## config.mk

```make
export PLATFORM = sky130hd
export DESIGN_NAME = afa_div
export DESIGN_NICKNAME = d
export VERILOG_FILES = /design/src/hw/rtl/afa_pkg.sv /design/src/hw/rtl/afa_div.sv
export SDC_FILE = /design/constraint.sdc
export NUM_CORES = 1
export LEC_CHECK = 0
export BUFFER_PORTS_ARGS = -buffer_cell sky130_fd_sc_hd__buf_2
export CAP_MARGIN = 30
export CORE_ASPECT_RATIO = 2
export CORE_MARGIN = 2
export CORE_UTILIZATION = 40
export DETAILED_ROUTE_END_ITERATION = 8
export HOLD_SLACK_MARGIN = 0.06
export PLACE_DENSITY = 0.6
export SETUP_SLACK_MARGIN = 0.4
export SYNTH_ARGS = -nofsm -noshare
export SYNTH_HDL_FRONTEND = slang
export SYNTH_SLANG_ARGS = --single-unit
```

## constraint.sdc

```tcl
create_clock -name clock -period 3.2 [get_ports clock]
set_clock_uncertainty 0.1 [all_clocks]
set_input_delay 0.32 -clock clock [delete_from_list [all_inputs] [get_ports clock]]
set_output_delay 0.32 -clock clock [all_outputs]
set_load 0.02 [all_outputs]
```

## src/hw/rtl/afa_pkg.sv

```systemverilog
// Shared constants and types for the ADC frame averager.
`default_nettype none
package afa_pkg;

   localparam int SAMPLE_W   = 12;
   localparam int POS_W      = 10;
   localparam int FRAMES_W   = 12;
   localparam int SPF_W      = 11;
   localparam int FTA_W      = 13;
   localparam int SUM_W      = 24;
   localparam int DIV_STEPS  = SUM_W;
   localparam int DIV_CNT_W  = $clog2(DIV_STEPS);

   localparam logic [SUM_W-1:0]    SUM_MAX    = {SUM_W{1'b1}};
   localparam logic [SAMPLE_W-1:0] SAMPLE_MAX = {SAMPLE_W{1'b1}};
   localparam logic [FTA_W-1:0]    COUNT_MAX  = FTA_W'(4096);
   localparam logic [SPF_W-1:0]    SPF_RESET  = SPF_W'(625);
   localparam logic [FTA_W-1:0]    FTA_RESET  = FTA_W'(1000);

   // Register index, taken from paddr[2]
   typedef enum logic {
      CSR_SAMPLES_PER_FRAME = 1'b0,
      CSR_FRAMES_TO_AVERAGE = 1'b1
   } csr_index_type;

   typedef struct packed {
      logic             start;
      logic [SUM_W-1:0] dividend;
      logic [FTA_W-1:0] divisor;
   } div_req_type;

   typedef struct packed {
      logic             busy;
      logic [SUM_W-1:0] quotient;
   } div_sts_type;

endpackage
`default_nettype wire

```

## src/hw/rtl/afa_div.sv

```systemverilog
// Radix-2 restoring divider: sum / frame count, one quotient bit per cycle.
`default_nettype none
module afa_div (
   input  wire logic                 clock,
   input  wire logic                 reset,
   input  wire afa_pkg::div_req_type req,
   output      afa_pkg::div_sts_type sts
);
   import afa_pkg::*;

   logic                  busy_ff, busy_in;
   logic [DIV_CNT_W-1:0]  cnt_ff, cnt_in;
   logic [FTA_W-1:0]      rem_ff, rem_in;
   logic [SUM_W-1:0]      quo_ff, quo_in;
   logic [FTA_W-1:0]      den_ff, den_in;
   logic [FTA_W:0]        trial;
   logic                  fits;

   always_comb begin
      trial   = {rem_ff, quo_ff[SUM_W-1]};
      fits    = trial >= {1'b0, den_ff};
      busy_in = busy_ff;
      cnt_in  = cnt_ff;
      rem_in  = rem_ff;
      quo_in  = quo_ff;
      den_in  = den_ff;
      if (req.start) begin
         busy_in = 1'b1;
         cnt_in  = '0;
         rem_in  = '0;
         quo_in  = req.dividend;
         den_in  = req.divisor;
      end else if (busy_ff) begin
         // remainder stays below the divisor, so it fits FTA_W bits
         rem_in = fits ? FTA_W'(trial - {1'b0, den_ff}) : trial[FTA_W-1:0];
         quo_in = {quo_ff[SUM_W-2:0], fits};
         cnt_in = cnt_ff + DIV_CNT_W'(1);
         if (cnt_ff == DIV_CNT_W'(DIV_STEPS - 1)) begin
            busy_in = 1'b0;
         end
      end
   end

   always_ff @(posedge clock) begin
      if (reset) begin
         busy_ff <= 1'b0;
      end else begin
         busy_ff <= busy_in;
      end
      cnt_ff <= cnt_in;
      rem_ff <= rem_in;
      quo_ff <= quo_in;
      den_ff <= den_in;
   end

   assign sts.busy     = busy_ff;
   assign sts.quotient = quo_ff;

endmodule
`default_nettype wire

```

==> impl_results.md, run 1 <==
- CTS Buffer Depth: 2
- Required time of the worst setup path: 3150 ps
- Number of synthesized flops with an enable pin: 37
- NetSw: 564.2 uW
- Netlist Area Pre-Place: 3005 um^2
- Post-synthesis sequential area ratio: 0.4963
- Worst setup SP type: register
- Library cells used by synthesis: 54
- Core area: 7267 um^2
- Synth-to-Final Area Change: 22.31%
- R2r worst-path depth: 10
- Max FO, Critical Path: 6
- Worst R2R Setup Slack: 550 ps
- 1st-iter DRT viols: 79
- Remaining global-route overflow: 0
- Final TNS setup: 0 ps
- Minimum clock period: 2651 ps
- Clk pwr share: 0.312
- Slew headroom: 0.5974
- I/O pins: 65
- Leak Pwr: 1.549 nW
- Net count, final: 386
- Hold buffers post-CTS: 0
- Synth top cells by count: edfxtp_1, mux2_2, dfxtp_1
- Slew @ Worst Pin: 600.3 ps
- Sw frac: 0.2783
- Top post-synthesis cells by area: edfxtp_1, dfxtp_1, mux2_2
- Hold depth: 2
- PortBufs: 64
- Share of the synthesized area in the top cell type: 0.3697
- Most used DFF post-synth: edfxtp_1
- Asr flop ratio synth: 0
- Diode count: 0
- Flop pwr share: 0.437
- Total GRT Usage: 0.1746
- Cell with the most instances after synthesis: edfxtp_1
- Unrepaired setup endpoints after global routing: false
- Worst setup EP type: register
- Internal power: 1.463 mW
- Routed wire length per instance: 15.84 um
- Layout Cells excl Fill: 424
- Overall Power: 2.027 mW
- Maximum vdd drop: 484.1 uV
- Post-DP HPWL: 4992 um
- Pre-CTS WS: 372.7 ps
- Antenna Nets Post-Route: 0
- Syn nets: 314
- Mapped Avg Cell Area: 11.60 um^2
- Clk_lat worst skew: 290 ps
- Final hold vios: 0
- Max frequency: 377.3 MHz
- YS warnings: 0
- Die Area: 8265 um^2
- DRC violations left: 0
- CTS tree: yes
- Fin worst setup slack: 549.5 ps
- Vias: 2246
- Vias/cell: 5.297
- Largest net degree at the start of global routing: 32
- Inserted Clock Buffers: 5
- Total of max-cap violations: 0
- Comb power frac: 0.251
- Vias in the first global route: 2328
- H-tree lvl count: 2
- First-pass GRT wire length: 11180 um
- Reg clk slew, reported paths: 70 ps
- Clock sinks: 56
- Hold Path Origin: reset
- 1st-pass router iterations: 4
- Die Width: 65.29 um
- Seq cells post-synth: 56
- Power Dens Cells: 551.4 nW/um^2
- Site Rows: 44
- Initial antenna violation count: 0
- Critical R2R Capture: quo_ff[0]
- Critical path class: reg2reg
- Layout cells sized above 1: 0.3584
- Synthesized instance count: 259
- Die height: 126.6 um
- GP Congestion: 0.8140
- Hold path endpoint: busy_ff
- Worst r2r src: quo_ff[23]
- # setup viols final: 0
- Max Slew Vio Count: 0
- Cells after DPL: 406
- Tightest Hold Check Type: in2reg
- Final WL: 6718 um
- WP data arrival: 2600 ps
- CTS root buf: clkbuf_16
- Status: finished, final reports clean
- Area leader, netlist: edfxtp_1
- Tcrit/Tclk final: 0.8283
- Starting Density: 0.4136
-- stage by stage --
stage	util	hold slack (ps)	area (um^2)
floorplan	-	292.4	3005
global placement	0.4688	390.3	3407
detailed placement	0.4688	389.4	3407
CTS	0.4941	78.26	3591
global route	0.5059	83.58	3676
finish	0.5059	82.66	3676
-- sequential cells by signal (all words and copies together), names as in the netlist --
register	flops
busy_ff	1
cnt_ff	5
den_ff	13
quo_ff	24
rem_ff	13
-- kinds of logic after synthesis --
group,after synthesis,synth area share
compound gates,52,0.1320
xor+xnor,12,0.03497
fa+ha+maj,15,0.06495
buf+inv,30,0.04246
flops,56,0.4963
mux,34,0.1249
simple gates,60,0.1045
-- cells in the final DEF (no fill, tap or decap), types with 5 or more instances in the layout --
cell	count
inv_1	17
edfxtp_1	37
mux2_2	24
nand2_1	10
dfxtp_1	19
nor2_1	18
buf_4	13
a211oi_1	8
xor2_1	8
nand2b_1	7
a21oi_1	11
clkbuf_16	5
ha_1	13
buf_2	64
mux2i_1	9
nand3_1	5
-- worst max path at each step --
| stage | slack (ps) | cells after the start | from | to |
|---|---|---|---|---|
| 2_1_floorplan | 410 | 10 | quo_ff[23] | quo_ff[0] |
| 3_3_place_gp | 440 | 10 | quo_ff[23] | rem_ff[0] |
| 3_5_place_dp | 370 | 10 | quo_ff[23] | rem_ff[0] |
| 4_1_cts | 430 | 8 | den_ff[5] | rem_ff[0] |
| 5_1_grt | 420 | 12 | quo_ff[23] | rem_ff[8] |
| 6_report | 550 | 10 | quo_ff[23] | quo_ff[0] |
-- area by class of cell --
cell class	instances	area (um^2)
Clock inverter	2	33.78
Tap cell	92	115.1
Fill cell	696	3591
Inverter	17	63.81
Sequential cell	56	1491
Timing Repair Buffer	77	417.9
Clock buffer	6	138.9
Multi-Input combinational cell	174	1415
-- power by group through the flow --
stage / logic, mW / clock network (mW) / registers (mW)
floorplan: 0.302 / 0 / 0.934
global placement: 0.464 / 0 / 0.900
detailed placement: 0.469 / 0 / 0.901
CTS: 0.475 / 0.651 / 0.886
global route: 0.557 / 0.676 / 0.895
finish: 0.510 / 0.632 / 0.885
-- timing repair --
item / CTS / global route
setup buffers: 0 / 9
setup endpoints to repair: 1 / 14
gates cloned: 0 / 1
pin swaps: 1 / 3
resized for setup: 1 / 2
-- metal layers --
| layer | track usage | share of wire | vias up |
|---|---|---|---|
| li1 | - | - | 1110 |
| met1 | 0.1911 | 0.38 | 1065 |
| met2 | 0.3277 | 0.56 | 61 |
| met3 | 0.03812 | 0.041 | 10 |
| met4 | 0.04779 | 0.024 | 0 |
| met5 | 0 | 0 | - |
-- critical path, stage by stage (launching register included) --
cell	delay (ps)
edfxtp_1	390
inv_1	90
ha_2	180
inv_1	50
fa_2	340
a21o_1	200
a221oi_4	300
o21a_4	200
o31ai_4	110
buf_4	190
mux2_2	250
(Power assumes the default switching activity.)
==> run 2, diff against run 1 <==
- PLACE_DENSITY: 0.6 -> 0.62
- clock period: 3.2 -> 2.4 ns (I/O delays scaled with it)
==> run 2 against run 1 <==
  * The flow now finishes with violations (negative setup slack)
  * Final cell count rose by 6.1%
  * Wire length rose by 8.0%
  * Design area rose by 7.7%
  * Combinational power rose by 52%
  * Count of clock-buffer cells in the layout rose by 1
  * Power rose by 34%
  * Register-to-register slack got worse by 620 ps
  * Via count rose by 6.3%
  * Global-route usage rose by 1.1 points
  * Die area did not move
  * Core utilization rose by 3.9 points
  * First-iteration DRC count rose by 14%
  * Largest cell class unchanged
==> impl_results.md, run 2 (synthesized netlist as in run 1, its figures left out) <==
- Routed wire length per instance: 16.12 um (was 15.84 um)
- Max frequency: 404.8 MHz (was 377.3 MHz)
- Met1 GRT Util: 0.1826 (was 0.1911)
- Die height: 126.6 um (unchanged)
- Antenna Nets Post-Route: 0 (unchanged)
- M2 GR Usage: 0.3517 (was 0.3277)
- CTS tree: yes (unchanged)
- Slew headroom: 0.6291 (was 0.5974)
- Die Area: 8265 um^2 (unchanged)
- CP most frequent cell: inv_2 (was inv_1)
- Failing checks: negative setup slack
- WP data arrival: 2580 ps (was 2600 ps)
- GRT Max-Usage Layer: met2 (unchanged)
- Power Dens Cells: 683.6 nW/um^2 (was 551.4 nW/um^2)
- Core area: 7267 um^2 (unchanged)
- Remaining global-route overflow: 0 (unchanged)
- Post-DP HPWL: 5378 um (was 4992 um)
- Slowest stage delay, CP: 410 ps (was 390 ps)
- Vias: 2387 (was 2246)
- Inserted Clock Buffers: 5 (unchanged)
- Max FO, Critical Path: 7 (was 6)
- Site Rows: 44 (unchanged)
- CTS root buf: clkbuf_16 (unchanged)
- H-tree lvl count: 2 (unchanged)
- Required time of the worst setup path: 2510 ps (was 3150 ps)
- Slowest-stage cell, CP: edfxtp_1 (unchanged)
- Net count, final: 412 (was 386)
- Total of max-cap violations: 0 (unchanged)
- Clk pwr share: 0.276 (was 0.312)
- Most common cell after layout, fill and taps aside: buf_2 (unchanged)
- Top Registers: quo_ff: 24 flops, den_ff: 13 flops, rem_ff: 13 flops (unchanged)
- NetSw: 813.6 uW (was 564.2 uW)
- Layout cells sized above 1: 0.3939 (was 0.3584)
- # setup viols final: 8 (was 0)
- Tightest Hold Check Type: in2reg (unchanged)
- Commonest cells after routing, fill and taps aside: buf_2, edfxtp_1, mux2_2 (unchanged)
- Reg with most FFs: quo_ff (unchanged)
- Internal power: 1.893 mW (was 1.463 mW)
- 1st-iter DRT viols: 90 (was 79)
- Met3 GRT Util: 0.02926 (was 0.03812)
- Clk_lat worst skew: 300 ps (was 290 ps)
- Vias in the first global route: 2520 (was 2328)
- GP Congestion: 0.8708 (was 0.8140)
- Starting Density: 0.4136 (unchanged)
- Total GRT Usage: 0.1851 (was 0.1746)
- CTS Buffer Depth: 2 (unchanged)
- Initial antenna violation count: 0 (unchanged)
- Comb power frac: 0.287 (was 0.251)
- First-pass GRT wire length: 11710 um (was 11180 um)
- I/O pins: 65 (unchanged)
- DRC violations left: 0 (unchanged)
- Final hold vios: 0 (unchanged)
- Slew @ Worst Pin: 556.3 ps (was 600.3 ps)
- Largest net degree at the start of global routing: 27 (was 32)
- Worst setup SP type: register (unchanged)
- Hold Slack: 135.1 ps (was 82.66 ps)
- Status: complete, but fails checks (was finished, final reports clean)
- 1st-pass router iterations: 4 (unchanged)
- Die Width: 65.29 um (unchanged)
- Synth-to-Final Area Change: 31.72% (was 22.31%)
- Reg clk slew, reported paths: 80 ps (was 70 ps)
- Max Slew Vio Count: 0 (unchanged)
- Placed Area: 3551 um^2 (was 3407 um^2)
- Critical path class: reg2reg (unchanged)
- Diode count: 0 (unchanged)
- Fillers: 683 (was 696)
- Fin worst setup slack: -70.10 ps (was 549.5 ps)
- Maximum vdd drop: 563.5 uV (was 484.1 uV)
- Layout Cells excl Fill: 450 (was 424)
- Unrepaired setup endpoints after global routing: true (was false)
- Sw frac: 0.3006 (was 0.2783)
- Clock sinks: 56 (unchanged)
- Max FFs per register: 24 (unchanged)
- Vias/cell: 5.304 (was 5.297)
- Leak Pwr: 1.665 nW (was 1.549 nW)
- Final TNS setup: -324.5 ps (was 0 ps)
- Final WL: 7256 um (was 6718 um)
- Post-route cell area: 3959 um^2 (was 3676 um^2)
- Flop pwr share: 0.437 (about the same)
- Critical-path cell list: inv_2 > ha_4 > inv_2 > fa_2 > a21o_1 > a221oi_4 > o21a_4 > o31ai_4 > buf_6 > buf_4 > a311oi_1 (was inv_1 > ha_2 > inv_1 > fa_2 > a21o_1 > a221oi_4 > o21a_4 > o31ai_4 > buf_4 > mux2_2)
- Tcrit/Tclk final: 1.029 (was 0.8283)
- PortBufs: 64 (unchanged)
- Minimum clock period: 2470 ps (was 2651 ps)
- Cells after DPL: 423 (was 406)
- Worst setup EP type: register (unchanged)
run 2: final cells by class:
cell class              count  area (um^2)  area share
clock inverters             1        8.758    0.002212
repair buffers            104        666.9      0.1685
well taps                  92        115.1     0.02908
clock buffers               7        132.6     0.03350
multi-input cells         173         1480      0.3739
flip-flops and latches     56         1491      0.3767
inverters                  17        63.81     0.01612
run 2: worst paths after layout:
path               from          to  slack (ps)  depth (start not counted)
min             req[33]  quo_ff[20]         140                          2
min reg2reg   rem_ff[5]   rem_ff[5]         410                          2
max          quo_ff[23]   rem_ff[8]         -70                         11
max reg2reg  quo_ff[23]   rem_ff[8]         -70                         11
run 2: repair_timing:
| action | 4_1_cts | 5_1_grt |
|---|---|---|
| gates cloned | 0 | 0 |
| buffers inserted | 2 | 3 |
| resized for setup | 5 | 16 |
| pin swaps | 5 | 11 |
| hold buffers | 14 | 0 |
| endpoints found under the hold margin | 14 | 0 |
| setup endpoints to repair | 14 | 14 |
run 2: power groups by stage:
| stage | sequential (mW) | combinational [mW] | clock [mW] |
|---|---|---|---|
| 5_1_grt | 1.20 | 0.846 | 0.784 |
| 3_3_place_gp | 1.20 | 0.685 | 0 |
| 6_report | 1.18 | 0.776 | 0.747 |
| 3_5_place_dp | 1.20 | 0.695 | 0 |
| 4_1_cts | 1.18 | 0.731 | 0.765 |
| 2_1_floorplan | 1.25 | 0.412 | 0 |
run 2: through the flow:
| stage | power, mW | util | worst slack (ps) |
|---|---|---|---|
| 3_5_place_dp | 1.897 | 0.4886 | -84.52 |
| 5_1_grt | 2.827 | 0.5448 | -191.6 |
| 4_1_cts | 2.679 | 0.5319 | -90.71 |
| 3_3_place_gp | 1.888 | 0.4886 | -26.96 |
| 6_report | 2.706 | 0.5448 | -70.10 |
| 2_1_floorplan | 1.657 | - | -282.0 |
run 2: metal layers:
metal / routed length [um] / share of wire
met1: 2430 / 0.33
met4: 283 / 0.039
met2: 4269 / 0.59
met3: 273 / 0.038
met5: 0 / 0
run 2: critical path: cells and delay by family, from the launching register on:
| kind | cells | cell delay [ps] |
|---|---|---|
| DFF | 1 | 410 |
| adders and majority gates | 2 | 470 |
| AOI/OAI and AO/OA | 5 | 1010 |
| buffers and inverters | 4 | 410 |
==> run 3, diff against run 2 <==
- CORE_UTILIZATION: 40 -> 49
- MAX_ROUTING_LAYER: not set -> met4
- PLACE_DENSITY: 0.62 -> 0.74
==> run 3 against run 2 <==
  * Hold slack improved by 7.7 ps
  * Flip-flop and latch count unchanged
  * The run still ends with negative setup slack left
  * Setup slack got worse by 47 ps
  * Critical path type unchanged
  * Die area fell by 18%
==> impl_results.md, run 3 (synthesized netlist as in run 1, its figures left out) <==
- GP Congestion: 0.8735 (was 0.8708)
- Required time of the worst setup path: 2500 ps (was 2510 ps)
- Slew @ Worst Pin: 606.6 ps (was 556.3 ps)
- Max Slew Vio Count: 0 (unchanged)
- Finished Core Util: 0.6611 (was 0.5448)
- Post-route cell area: 3938 um^2 (was 3959 um^2)
- Total GRT Usage: 0.2243 (was 0.1851)
- Max frequency: 397.3 MHz (was 404.8 MHz)
- Slew headroom: 0.5919 (was 0.6291)
- Commonest cells after routing, fill and taps aside: buf_2, edfxtp_1, mux2_2, buf_4, dfxtp_1 (was buf_2, edfxtp_1, mux2_2)
- Max FFs per register: 24 (unchanged)
- Tightest Hold Check Type: in2reg (unchanged)
- Hold Path Origin: req[36] (was req[33])
- Diode count: 0 (unchanged)
- NetSw: 800.7 uW (was 813.6 uW)
- Final hold vios: 0 (unchanged)
- Die height: 114.8 um (was 126.6 um)
- Worst r2r src: quo_ff[23] (unchanged)
- H-tree lvl count: 2 (unchanged)
- CTS Buffer Depth: 2 (unchanged)
- Flop pwr share: 0.438 (was 0.437)
- Critical path class: reg2reg (unchanged)
- R2r worst-path depth: 11 (unchanged)
- Post-DP HPWL: 5159 um (was 5378 um)
- Minimum clock period: 2517 ps (was 2470 ps)
- Vias: 2403 (was 2387)
- Remaining global-route overflow: 0 (unchanged)
- Tcrit/Tclk final: 1.049 (was 1.029)
- Synth-to-Final Area Change: 31.02% (was 31.72%)
- Antenna Nets Post-Route: 0 (unchanged)
- Most common cell after layout, fill and taps aside: buf_2 (unchanged)
- First-pass GRT wire length: 11140 um (was 11710 um)
- CTS root buf: clkbuf_16 (unchanged)
- CTS tree: yes (unchanged)
- Clk pwr share: 0.269 (was 0.276)
- Crit path launch: quo_ff[23] (unchanged)
- Site Rows: 40 (was 44)
- Worst setup SP type: register (unchanged)
- Reg with most FFs: quo_ff (unchanged)
- DRC violations left: 0 (unchanged)
- Fillers: 457 (was 683)
- PortBufs: 64 (unchanged)
- Top Registers: quo_ff: 24 flops, den_ff: 13 flops, rem_ff: 13 flops (unchanged)
- Slowest stage delay, CP: 400 ps (was 410 ps)
- Cells after DPL: 393 (was 423)
- Failing checks: negative setup slack (unchanged)
- # setup viols final: 13 (was 8)
- I/O pins: 65 (unchanged)
- Internal power: 1.887 mW (was 1.893 mW)
- Final WL: 7178 um (was 7256 um)
- Die Area: 6814 um^2 (was 8265 um^2)
- 1st-iter DRT viols: 54 (was 90)
- Net count, final: 415 (was 412)
- Crit path to: rem_ff[5] (was rem_ff[8])
- WP buf/inv: 3 (was 4)
- Total of max-cap violations: 0 (unchanged)
- Clk_lat worst skew: 300 ps (about the same)
- Core area: 5956 um^2 (was 7267 um^2)
- Layout Cells excl Fill: 424 (was 450)
- Maximum vdd drop: 752.1 uV (was 563.5 uV)
- Largest net degree at the start of global routing: 35 (was 27)
- Leak Pwr: 1.683 nW (was 1.665 nW)
- Vias/cell: 5.667 (was 5.304)
- Comb power frac: 0.293 (was 0.287)
- Fin worst setup slack: -117.2 ps (was -70.10 ps)
- Placed Area: 3507 um^2 (was 3551 um^2)
- Initial antenna violation count: 0 (unchanged)
- Inserted Clock Buffers: 5 (unchanged)
- Slowest-stage cell, CP: edfxtp_1 (unchanged)
- Routed wire length per instance: 16.93 um (was 16.12 um)
- Power Dens Cells: 682.7 nW/um^2 (was 683.6 nW/um^2)
- Max FO, Critical Path: 6 (was 7)
- Worst setup EP type: register (unchanged)
- Layout cells sized above 1: 0.3989 (was 0.3939)
- CP most frequent cell: inv_2 (unchanged)
- Die Width: 59.38 um (was 65.29 um)
- Critical-path cell list: inv_2 > ha_4 > inv_2 > fa_2 > a21o_1 > a221oi_4 > o21a_4 > o31ai_4 > buf_6 > mux2i_1 > a211oi_1 (was inv_2 > ha_4 > inv_2 > fa_2 > a21o_1 > a221oi_4 > o21a_4 > o31ai_4 > buf_6 > buf_4 > a311oi_1)
- Critical R2R Capture: rem_ff[5] (was rem_ff[8])
- Status: complete, but fails checks (unchanged)
- Unrepaired setup endpoints after global routing: true (unchanged)
- Starting Density: 0.5046 (was 0.4136)
- Vias in the first global route: 2489 (was 2520)
- Reg clk slew, reported paths: 70 ps (was 80 ps)
- Crit-path leading delay family: compound AO/OA/AOI/OAI gates (unchanged)
- CP Depth: 11 (unchanged)
- 1st-pass router iterations: 4 (unchanged)
- Sw frac: 0.2979 (was 0.3006)
- Clock sinks: 56 (unchanged)
- Worst R2R Setup Slack: -120 ps (was -70 ps)
- WP data arrival: 2620 ps (was 2580 ps)
## run 3: power by group through the flow
stage | sequential [mW] | clock [mW] | combinational (mW)
floorplan | 1.25 | 0 | 0.412
global route | 1.19 | 0.766 | 0.855
finish | 1.18 | 0.722 | 0.788
global placement | 1.20 | 0 | 0.680
detailed placement | 1.20 | 0 | 0.694
CTS | 1.18 | 0.737 | 0.741
## run 3: what timing repair did
| action | in CTS | in global routing |
|---|---|---|
| hold buffers | 14 | 0 |
| setup buffers | 5 | 3 |
| resized for setup | 2 | 16 |
| pin swaps | 6 | 7 |
| endpoints found under the setup margin | 14 | 14 |
| hold endpoints to repair | 14 | 0 |
| gates cloned | 1 | 0 |
## run 3: how the worst min path moves through the flow
stage | cells after the start | slack [ps] | to
3_3_place_gp | 2 | 300 | busy_ff
2_1_floorplan | 1 | 210 | busy_ff
3_5_place_dp | 2 | 300 | busy_ff
4_1_cts | 2 | 140 | quo_ff[23]
5_1_grt | 2 | 140 | quo_ff[23]
6_report | 2 | 140 | quo_ff[23]
## run 3: worst reg2reg max path, stage by stage, from the launching register on
cell and delay [ps]:
edfxtp_1 400, inv_2 100, ha_4 130, inv_2 30, fa_2 330, a21o_1 210, a221oi_4 310, o21a_4 210
o31ai_4 100, buf_6 170, mux2i_1 120, a211oi_1 230
## run 3: final cells by class
| cell class | count | area (um^2) | area share |
|---|---|---|---|
| Sequential cell | 56 | 1491 | 0.3788 |
| Multi-Input combinational cell | 174 | 1475 | 0.3746 |
| Timing Repair Buffer | 106 | 685.7 | 0.1741 |
| Clock buffer | 5 | 125.1 | 0.03178 |
| Tap cell | 63 | 78.83 | 0.02002 |
| Inverter | 17 | 63.81 | 0.01621 |
| Clock inverter | 3 | 17.52 | 0.004449 |
## run 3: routing by layer
| layer | routed length [um] | vias up | share of wire | GRT usage |
|---|---|---|---|---|
| met1 | 2503 | 1134 | 0.35 | 0.2194 |
| met4 | 214 | 0 | 0.030 | 0.1106 |
| met3 | 283 | 20 | 0.039 | 0.04387 |
| li1 | - | 1172 | - | - |
| met2 | 4177 | 77 | 0.58 | 0.4015 |
| met5 | 0 | - | 0 | - |
## run 3: per-stage QoR
step / setup slack, ps / hold slack [ps] / power, mW / setup TNS (ps)
3_5_place_dp: -135.7 / 302.5 / 1.892 / -688.2
5_1_grt: -227.1 / 142.5 / 2.809 / -1986
4_1_cts: -88.75 / 139.3 / 2.656 / -411.5
2_1_floorplan: -282.0 / 212.4 / 1.657 / -1542
3_3_place_gp: -28.01 / 301.3 / 1.876 / -117.1
6_report: -117.2 / 142.9 / 2.688 / -926.8
